**src/hdl/tpml_pkg.sv**
```systemverilog
// ----------------------------------------------------------------------------
// tpml_pkg
// Shared types and constants for the tree path minimum block.
// ----------------------------------------------------------------------------
package tpml_pkg;

  localparam int IDX_BITS = 10;
  localparam int OUT_BITS = 32;

  localparam logic [1:0] ST_OK   = 2'd0;
  localparam logic [1:0] ST_FULL = 2'd1;
  localparam logic [1:0] ST_BAD  = 2'd2;

  typedef enum logic [4:0] {
    OP_NONE,
    OP_LOAD,
    OP_SET_FULL,
    OP_SET_BAD,
    OP_INS0,
    OP_INS_DEP,
    OP_INS_RD,
    OP_INS_WR,
    OP_INS_END,
    OP_QD,
    OP_QORD,
    OP_Q1_RD,
    OP_Q1_DEP,
    OP_Q1_CMP,
    OP_QOK,
    OP_LVL_TOP,
    OP_Q2_RD,
    OP_Q2_CMP,
    OP_Q3_RD,
    OP_Q3_FIN,
    OP_EMIT
  } dp_op_t;

  typedef struct packed {
    logic is_query;
    logic full;
    logic bad;
    logic u_eq_v;
    logic lvl_zero;
    logic lvl_last;
    logic lvl_over;
  } dp_stat_t;

endpackage

```
**src/hdl/tpml_ctrl.sv**
```systemverilog
// ----------------------------------------------------------------------------
// tpml_ctrl
// Sequencer for inserts and path queries; drives datapath operations.
// ----------------------------------------------------------------------------
module tpml_ctrl (
  input  logic               clk,
  input  logic               rst_n,
  input  logic               in_valid,
  output logic               in_ready,
  output logic               out_valid,
  input  logic               out_ready,
  input  tpml_pkg::dp_stat_t stat,
  output tpml_pkg::dp_op_t   op
);

  typedef enum logic [3:0] {
    S_IDLE, S_CHK, S_INS_DEP, S_INS_RD, S_INS_WR, S_INS_END,
    S_QORD, S_Q1_RD, S_Q1_DEP, S_Q1_CMP, S_QEQ, S_Q2_RD, S_Q2_CMP,
    S_Q3_RD, S_Q3_FIN, S_EMIT
  } state_t;

  state_t state_r, state_nxt;
  logic   out_valid_r, out_valid_nxt;

  assign in_ready  = (state_r == S_IDLE);
  assign out_valid = out_valid_r;

  always_comb begin
    state_nxt     = state_r;
    op            = tpml_pkg::OP_NONE;
    out_valid_nxt = out_valid_r && !out_ready;
    unique case (state_r)
      S_IDLE: begin
        if (in_valid) begin
          op        = tpml_pkg::OP_LOAD;
          state_nxt = S_CHK;
        end
      end
      S_CHK: begin
        priority if (!stat.is_query && stat.full) begin
          op        = tpml_pkg::OP_SET_FULL;
          state_nxt = S_EMIT;
        end else if (stat.bad) begin
          op        = tpml_pkg::OP_SET_BAD;
          state_nxt = S_EMIT;
        end else if (!stat.is_query) begin
          op        = tpml_pkg::OP_INS0;
          state_nxt = S_INS_DEP;
        end else begin
          op        = tpml_pkg::OP_QD;
          state_nxt = S_QORD;
        end
      end
      S_INS_DEP: begin
        op        = tpml_pkg::OP_INS_DEP;
        state_nxt = stat.lvl_over ? S_INS_END : S_INS_RD;
      end
      S_INS_RD: begin
        op        = tpml_pkg::OP_INS_RD;
        state_nxt = S_INS_WR;
      end
      S_INS_WR: begin
        op        = tpml_pkg::OP_INS_WR;
        state_nxt = stat.lvl_last ? S_INS_END : S_INS_RD;
      end
      S_INS_END: begin
        op        = tpml_pkg::OP_INS_END;
        state_nxt = S_EMIT;
      end
      S_QORD: begin
        op        = tpml_pkg::OP_QORD;
        state_nxt = S_Q1_RD;
      end
      S_Q1_RD: begin
        op        = tpml_pkg::OP_Q1_RD;
        state_nxt = S_Q1_DEP;
      end
      S_Q1_DEP: begin
        op        = tpml_pkg::OP_Q1_DEP;
        state_nxt = S_Q1_CMP;
      end
      S_Q1_CMP: begin
        op        = tpml_pkg::OP_Q1_CMP;
        state_nxt = stat.lvl_zero ? S_QEQ : S_Q1_RD;
      end
      S_QEQ: begin
        if (stat.u_eq_v) begin
          op        = tpml_pkg::OP_QOK;
          state_nxt = S_EMIT;
        end else begin
          op        = tpml_pkg::OP_LVL_TOP;
          state_nxt = S_Q2_RD;
        end
      end
      S_Q2_RD: begin
        op        = tpml_pkg::OP_Q2_RD;
        state_nxt = S_Q2_CMP;
      end
      S_Q2_CMP: begin
        op        = tpml_pkg::OP_Q2_CMP;
        state_nxt = stat.lvl_zero ? S_Q3_RD : S_Q2_RD;
      end
      S_Q3_RD: begin
        op        = tpml_pkg::OP_Q3_RD;
        state_nxt = S_Q3_FIN;
      end
      S_Q3_FIN: begin
        op        = tpml_pkg::OP_Q3_FIN;
        state_nxt = S_EMIT;
      end
      S_EMIT: begin
        // wait for the output register to drain
        if (!out_valid_r || out_ready) begin
          op            = tpml_pkg::OP_EMIT;
          out_valid_nxt = 1'b1;
          state_nxt     = S_IDLE;
        end
      end
      default: state_nxt = S_IDLE;
    endcase
  end

  always_ff @(posedge clk) begin
    if (!rst_n) begin
      state_r     <= S_IDLE;
      out_valid_r <= 1'b0;
    end else begin
      state_r     <= state_nxt;
      out_valid_r <= out_valid_nxt;
    end
  end

endmodule

```
**config.mk**
```make
export PLATFORM = sky130hd
export DESIGN_NAME = tpml_ctrl
export DESIGN_NICKNAME = d
export VERILOG_FILES = /design/src/hdl/tpml_pkg.sv /design/src/hdl/tpml_ctrl.sv
export SDC_FILE = /design/constraint.sdc
export NUM_CORES = 1
export LEC_CHECK = 0
export BUFFER_PORTS_ARGS = -buffer_cell sky130_fd_sc_hd__buf_2
export CORE_UTILIZATION = 45
export CTS_BUF_LIST = sky130_fd_sc_hd__clkbuf_4 sky130_fd_sc_hd__clkbuf_8
export DETAILED_ROUTE_END_ITERATION = 10
export PLACE_DENSITY = 0.7
export SYNTH_ARGS = -nofsm -noshare
export SYNTH_HDL_FRONTEND = slang
export SYNTH_SLANG_ARGS = --single-unit
```
**constraint.sdc**
```tcl
create_clock -name clk -period 1.6 [get_ports clk]
set_input_delay 0.08 -clock clk [delete_from_list [all_inputs] [get_ports clk]]
set_output_delay 0.08 -clock clk [all_outputs]
set_load 0.005 [all_outputs]
```
==> results.toml, run 1 <==
[pwr]
powerDensity_nw_per_um2 = 1920
power_mw = 1.46
ir_drop_uv = 1020
p_leak_nw = 0.330

[clock_tree]
clockBufferDepth = 2
cts_sinks = 5
cts_htree_levels = 1
cts_made_buffers = 3
root_buffer = "clkbuf_4"
cts_hold_buf = 0
worstSkewPairLatency_ps = 250
cts_tree = "built"
clk_pin_slew_worst_paths_ps = 50
post_cts_buffers = 0

[worst_hold_path]
hp-class = "primary input to register"
holdPathStages = 2

[setup_path]
cp-start-kind = "register"
r2r_slack_ps = 300
path_max_fanout = 8
crit_arrival_ps = 1430
cp-end-kind = "output pin"
ff2ff_path_depth = 5
crit_required_ps = 1520
criticalPathCategory = "register to output pin"

[sta]
rsz0062_at_grt = "false"
tightestPinTransition_ps = 327
setup_viol = 0
period_minus_slack_ps = 1510
finClkSkew_ps = 10.8
hold_viol_final = 0
setup-tns-final_ps = 0
max_freq_mhz = 663
period_share_pct = 94.2
final_max_slew_viol_count = 0
relSlewSlack_pct = 78.0

[finish]
area_growth_pct = 24.5
drive_gt1_share_pct = 34.3
design_area_um2 = 762
antenna_cells = 0
nets = 117

[run_status]
status = "complete, no violations"

[logic_synthesis]
synth-edff-count = 0
synthTopCellsByArea = "dfxtp_1 16%, a21oi_1 7.4%, o21ai_0 5.7%"
synth.most_common_cell = "a21oi_1"
async_flop_share_pct = 0
ys_seq_area_share_pct = 16.4
synth_nets = 96
yosys.area.top_type = "dfxtp_1"
netlist_instances = 85
yosys.area.top_type_share_pct = 16.4
yosys-top-cells-count = "9 x a21oi_1, 7 x o21ai_0, 5 x buf_2, 5 x dfxtp_1, 5 x nor2b_1"
synth_flop_cell = "dfxtp_1"
syn_area_um2 = 612
yosys_warnings = 0
synth_seq_cells = 5
syn_avg_cell_area_um2 = 7.20
synth_cell_types = 38

[place]
dpl_cell_area_um2 = 727
detailed_place_hpwl_mm = 1.11
io_buffers = 17
gp_congestion = 0.867

[floorplan]
die_area_um2 = 1510
core-area_um2 = 1190
fp-row-count = 12
io_pins = 18
die_w_um = 38.9
die_y_um = 38.9
start_util_pct = 51.6

[global_routing]
grt_remaining_overflow = 0
grt_busiest_layer = "met2"
grt_use_met3_pct = 3.47
grt_pass1_wl_mm = 2.37
grtUsageMet2_pct = 37.1
grt_util_met1_pct = 30.3
track_usage_pct = 22.8
grt_max_degree = 23
antenna_found_initial = 0
grt_pass1_vias = 568

[detailed_routing]
antenna_left = 0
drc = 0
vias = 698
drt_iter0_drc = 17
avgRoutedWirePerCell_um = 12.3
dr.pass1.iters = 4
routed_wl_mm = 1.47
viasPerCell = 5.87

[flow_run]
cap_violations = 0
[stage by stage]
stage                     hold slack [ps]  util (%)  worst slack, ps  std cells
after floorplan                       197         -              400         85
after CTS                            80.9      63.9           0.0915        119
after detailed placement              352      61.3              160        115
after global placement                353      61.3              202        115
final                                83.2      64.2             92.1        119
after global routing                 88.9      64.2             15.9        119
[worst paths after layout]
kind	end	startpoint
setup / recovery	op[1]	state_r[2]
hold / removal	state_r[2]	rst_n
setup reg to reg	state_r[0]	state_r[3]
hold reg to reg	out_valid	out_valid
[power breakdown]
group	leakage, nW	switching, mW	total (mW)	internal [mW]
Sequential	0.0428	0.160	0.349	0.189
Clock	0.0177	0.0606	0.152	0.0910
Combinational	0.270	0.447	0.961	0.514
Total	0.330	0.667	1.46	0.794
[what timing repair did]
action,CTS,global route
cloned,0,0
gates resized for setup,3,2
setup endpoints to repair,3,4
[cells in the final DEF (no fill, tap or decap), drive strengths merged, types with 2 or more instances in the layout]
cell type / instances
dfxtp: 5
o21ai: 7
nor2b: 5
o211a: 2
clkbuf: 3
a211oi: 2
nand3: 2
inv: 2
nor3: 2
o31ai: 2
buf: 26
nand4: 2
o21a: 3
nand3b: 2
nor2: 4
nand2: 4
a211o: 2
nand2b: 4
a21oi: 9
[final cells by class]
class,instances,area [um2]
fill,124,424
clock buffer,3,22.5
inverter,2,7.51
multi-input combinational,68,449
sequential,5,108
timing repair buffer,26,153
clock inverter,1,5.00
tap,14,17.5
[state kept, by name, summed over array words and instances, names as in the netlist]
signal and count:
out_valid 1, state_r 4
[worst max-delay path, stage by stage, from the launching register on]
cell      delay, ps
dfxtp_4         390
nand2b_4        140
o21bai_1        150
a21oi_1         110
a211o_1         260
buf_2           120
[per-layer routing]
layer,share of wire [%],up-vias
met4,1.4,0
li1,-,363
met2,46,20
met1,49,312
met5,0,-
met3,4.1,3
[kinds of logic after synthesis]
group / synth area share [%]
XOR/XNOR: 1.43
multiplexers: 1.64
buffers and inverters: 10.2
AND/OR/NAND/NOR: 26.4
flip-flops: 16.4
AO/OA/AOI/OAI: 44.0
Power figures use the tool's default switching activity.
==> run 2, diff against run 1 <==
--- a/config.mk
+++ b/config.mk
@@ -10,6 +10,7 @@
 export CTS_BUF_LIST = sky130_fd_sc_hd__clkbuf_4 sky130_fd_sc_hd__clkbuf_8
 export DETAILED_ROUTE_END_ITERATION = 10
 export PLACE_DENSITY = 0.7
+export SETUP_SLACK_MARGIN = 0.2
 export SYNTH_ARGS = -nofsm -noshare
 export SYNTH_HDL_FRONTEND = slang
 export SYNTH_SLANG_ARGS = --single-unit
==> run 2 against run 1 <==
Against the previous run:
- first-iteration DRC count grew to 2.9 times the previous value
- die area unchanged
- clock skew decreased by 5.0 ps
- non-clock buffer count rose by 20
- routed wire length rose by 69%
- critical path depth grew 1
- clock power increased by 5%
- combinational power is 73% higher
- maximum frequency decreased by 0.99%
==> results.toml, run 2 (same netlist as run 1, synthesis figures left out) <==
[setup_path]
path_max_fanout = 7
regToRegStartpoint = "state_r[0]"
cp_slowest_stage_delay_ps = 400
crit_chain = "buf_6 > nand2b_4 > buf_4 > or3_1 > a32oi_1 > o21a_1"
crit_slowest_cell = "dfxtp_4"
path_delay_family = "compound AO/OA/AOI/OAI gates"
rr_endpoint = "state_r[2]"
ff2ff_path_depth = 6
crit_arrival_ps = 1720
cp-end-kind = "register"
cp_num_buf_inv = 2
cp-start-kind = "register"
r2r_slack_ps = 80
crit_required_ps = 1790
criticalPathCategory = "register to register"

[sta]
rsz0062_at_grt = "true"
period_minus_slack_ps = 1520
relSlewSlack_pct = 79.4
setup_viol = 0
setup_slack_ps = 77.1
tightestPinTransition_ps = 306
max_freq_mhz = 657
finClkSkew_ps = 5.78
hold_viol_final = 0
final_max_slew_viol_count = 0
setup-tns-final_ps = 0
period_share_pct = 95.2

[clock_tree]
worstSkewPairLatency_ps = 260
root_buffer = "clkbuf_4"
cts_made_buffers = 3
clk_pin_slew_worst_paths_ps = 50
cts_htree_levels = 1
cts_tree = "built"
cts_sinks = 5
clockBufferDepth = 2

[worst_hold_path]
min-delay-start = "rst_n"
holdPathEnd = "state_r[1]"
hp-class = "primary input to register"
holdPathStages = 2

[detailed_routing]
drc = 0
dr.pass1.iters = 4
dr_wl_met2_mm = 1.24
drt_iter0_drc = 49
top_layer = "met4"
routed_wl_mm = 2.48
vias = 857
wl_met1_um = 996
viasPerCell = 6.17
antenna_left = 0
met3_length_um = 185
avgRoutedWirePerCell_um = 17.9

[global_routing]
track_usage_pct = 25.7
grt_max_degree = 23
grt_pass1_vias = 606
antenna_found_initial = 0
grt_remaining_overflow = 0
grt_pass1_wl_mm = 2.65

[finish]
fin_cells = 139
antenna_cells = 0
layout_commonest_cell = "buf_4"
design_area_um2 = 1010
regMostFlops = "state_r"
layout_common_cells = "22 x buf_4, 17 x buf_2, 7 x a21oi_1, 7 x buf_6"
drive_gt1_share_pct = 52.8
nets = 137
largest_reg_flops = 4
area_growth_pct = 64.8

[floorplan]
fp-row-count = 12
die_area_um2 = 1510
io_pins = 18
core-area_um2 = 1190
die_w_um = 38.9
start_util_pct = 51.6
die_y_um = 38.9

[pwr]
intPower_mw = 1.18
power_frac_clock_pct = 7.4
powerDensity_nw_per_um2 = 2130
pwr-share-seq_pct = 15.5
ir_drop_uv = 1290
combPwrFrac_pct = 77.1
p_sw_mw = 0.969
p_leak_nw = 0.452
swShare_pct = 45.1

[place]
dp_cells = 115
gp_congestion = 0.867
pre_cts_ws_ps = 160
detailed_place_hpwl_mm = 1.11
dpl_cell_area_um2 = 727
io_buffers = 17

[run_status]
status = "complete, no violations"

[flow_run]
cap_violations = 0
==> run 2: changes by cell type in the layout (fill, tap and decap cells not counted), moves of 2 or more <==
| cell | change |
|---|---|
| o21ai_0 | -2 |
| buf_4 | +13 |
| dfxtp_2 | -3 |
| buf_6 | +7 |
| dfxtp_4 | +3 |
| a21oi_1 | -2 |
| a21oi_2 | +2 |
| o21ai_1 | +2 |
| nand2_1 | -2 |
==> run 2: per-layer routing <==
metal | vias up | GRT usage, %
met1 | 405 | 31.5
li1 | 400 | -
met3 | 10 | 3.47
met4 | 0 | 7.76
met2 | 42 | 45.4
met5 | - | 0
==> run 2: cell type report <==
class                   count  area [um2]
multi-input cells          68         508
clock buffers               3        22.5
inverters                   2        11.3
clock inverters             1        5.00
repair buffers             46         329
flip-flops and latches      5         115
well taps                  14        17.5
fillers                    76         178
==> run 2: power by group through the flow <==
stage / Sequential (mW) / Combinational (mW) / Clock (mW)
6_report: 0.333 / 1.66 / 0.159
4_1_cts: 0.335 / 1.10 / 0.155
3_5_place_dp: 0.332 / 0.957 / 0
3_3_place_gp: 0.328 / 0.949 / 0
2_1_floorplan: 0.207 / 0.787 / 0
5_1_grt: 0.334 / 1.74 / 0.171
==> run 2: what timing repair did <==
item | in CTS | in global routing
hold buffers | 0 | 0
setup endpoints to repair | 8 | 5
buffers inserted | 5 | 15
resized for setup | 11 | 23
pin swaps | 0 | 6
==> run 2: worst max path at each step <==
| stage | cells after the start | endpoint | startpoint | slack (ps) |
|---|---|---|---|---|
| CTS | 5 | op[1] | state_r[2] | 160 |
| finish | 6 | state_r[2] | state_r[0] | 80 |
| global route | 6 | state_r[2] | state_r[0] | 60 |
| floorplan | 5 | state_r[2] | state_r[2] | 400 |
| global placement | 4 | state_r[2] | state_r[1] | 200 |
| detailed placement | 4 | state_r[2] | state_r[1] | 160 |
==> run 2: through the flow <==
step / power [mW] / hold slack, ps / util (%)
3_5_place_dp: 1.29 / 352 / 61.3
5_1_grt: 2.25 / 104 / 85.0
6_report: 2.15 / 106 / 85.0
3_3_place_gp: 1.28 / 353 / 61.3
4_1_cts: 1.59 / 79.0 / 68.9
2_1_floorplan: 0.994 / 197 / -
==> run 2: worst register-to-register path, stage by stage (launching register included) <==
cell	delay (ps)
dfxtp_4	400
buf_6	120
nand2b_4	50
buf_4	130
or3_1	320
a32oi_1	260
o21a_1	180
==> run 3, diff against run 2 <==
--- a/config.mk
+++ b/config.mk
@@ -10,7 +10,7 @@
 export CTS_BUF_LIST = sky130_fd_sc_hd__clkbuf_4 sky130_fd_sc_hd__clkbuf_8
 export DETAILED_ROUTE_END_ITERATION = 10
 export PLACE_DENSITY = 0.7
-export SETUP_SLACK_MARGIN = 0.2
+export SETUP_SLACK_MARGIN = 0.3
 export SYNTH_ARGS = -nofsm -noshare
 export SYNTH_HDL_FRONTEND = slang
 export SYNTH_SLANG_ARGS = --single-unit
==> run 3 against run 2 <==
Against the previous run:
- final cell count is 2.2% higher
- clock skew down 5.1 ps
- total power up 5.9%
- non-clock buffer count increased by 3
- flip-flop and latch count did not move
==> results.toml, run 3 (same netlist as run 1, synthesis figures left out) <==
[finish]
n_fill_cell = 64
drive_gt1_share_pct = 56.3
multi_input_area_um2 = 533
regMostFlops = "state_r"
largest_reg_flops = 4
antenna_cells = 0
design_area_um2 = 1060
nets = 140
layout_commonest_cell = "buf_4"
area_growth_pct = 73.4
regArea_um2 = 115
layout_common_cells = "21 x buf_4, 18 x buf_2, 10 x buf_6"

[floorplan]
start_util_pct = 51.6
die_area_um2 = 1510
io_pins = 18
die_y_um = 38.9
die_w_um = 38.9
fp-row-count = 12
core-area_um2 = 1190

[worst_hold_path]
holdPathStages = 2
holdPathEnd = "state_r[2]"
hp-class = "primary input to register"
min-delay-start = "rst_n"

[place]
gp_congestion = 0.867
io_buffers = 17
detailed_place_hpwl_mm = 1.11
dpl_cell_area_um2 = 727

[global_routing]
grt_max_degree = 13
antenna_found_initial = 0
grt_use_met3_pct = 4.62
grt_util_met1_pct = 38.8
grt_busiest_layer = "met2"
grt_pass1_vias = 748
grt_pass1_wl_mm = 3.34
track_usage_pct = 32.7
grt_remaining_overflow = 0
grtUsageMet2_pct = 58.3

[sta]
setup-tns-final_ps = 0
hold_viol_final = 0
holdWs_ps = 109
finClkSkew_ps = 0.687
final_max_slew_viol_count = 0
setup_viol = 0
period_share_pct = 94.6
rsz0062_at_grt = "true"
period_minus_slack_ps = 1510
max_freq_mhz = 661
relSlewSlack_pct = 77.7
tightestPinTransition_ps = 332

[pwr]
powerDensity_nw_per_um2 = 2150
power_mw = 2.28
ir_drop_uv = 1620
p_leak_nw = 0.481

[setup_path]
crit_arrival_ps = 1430
regToRegStartpoint = "state_r[2]"
path_delay_family = "flip-flops"
r2r_slack_ps = 180
path_max_fanout = 7
cp_slowest_stage_delay_ps = 410
rr_endpoint = "state_r[2]"
crit_start = "state_r[0]"
cp-end-kind = "output pin"
crit_required_ps = 1520
cp_num_buf_inv = 2
crit_chain = "buf_6 > nand2_4 > nand2_2 > a21oi_2 > a221o_1 > buf_2"
ff2ff_path_depth = 6
crit_slowest_cell = "dfxtp_4"
cp-start-kind = "register"
criticalPathCategory = "register to output pin"

[clock_tree]
clockBufferDepth = 2
root_buffer = "clkbuf_4"
cts_sinks = 5
worstSkewPairLatency_ps = 250
clk_pin_slew_worst_paths_ps = 60
cts_hold_buf = 0
cts_htree_levels = 1
cts_made_buffers = 3
cts_tree = "built"

[detailed_routing]
drc = 0
avgRoutedWirePerCell_um = 18.7
routed_wl_mm = 2.66
antenna_left = 0
vias = 911
drt_iter0_drc = 42
dr.pass1.iters = 4
viasPerCell = 6.42

[run_status]
status = "complete, no violations"

[flow_run]
cap_violations = 0
## run 3: final cells by class
type | instances | area share (%)
Sequential cell | 5 | 10.8
Inverter | 2 | 0.708
Timing Repair Buffer | 49 | 34.0
Tap cell | 14 | 1.65
Clock inverter | 1 | 0.472
Clock buffer | 3 | 2.12
Multi-Input combinational cell | 68 | 50.2
## run 3: worst max path at each step
stage	endpoint	slack, ps	depth (start not counted)
floorplan	state_r[2]	400	5
global placement	state_r[2]	200	4
detailed placement	state_r[2]	160	4
CTS	op[2]	210	6
global route	op[2]	60	6
finish	op[2]	90	6
## run 3: timing repair
item	in CTS	in global routing
resized for setup	26	18
buffers inserted	16	6
endpoints found under the hold margin	0	0
gates cloned	1	0
pin swaps	8	5
endpoints found under the setup margin	10	9
## run 3: per-layer routing
metal	routed length, um	share of wire [%]
met5	0	0
met4	135	5.1
met3	193	7.3
met2	1300	49
met1	1030	39
## run 3: worst reg2reg max path: stages (launching register included)
cell and delay, ps:
dfxtp_4 370, buf_6 130, buf_4 150, o21ai_0 220
a21o_1 160, a32oi_1 110, o21a_1 180
## run 3: stage by stage
| step | util (%) | cells | setup WS (ps) |
|---|---|---|---|
| floorplan | - | 85 | 400 |
| global placement | 61.3 | 115 | 202 |
| detailed placement | 61.3 | 115 | 160 |
| CTS | 80.1 | 136 | 212 |
| global route | 89.5 | 142 | 63.3 |
| finish | 89.5 | 142 | 87.1 |
## run 3: where the power goes
group          switching [mW]  internal [mW]
Sequential              0.136          0.203
Combinational           0.819          0.954
Clock                  0.0737         0.0917
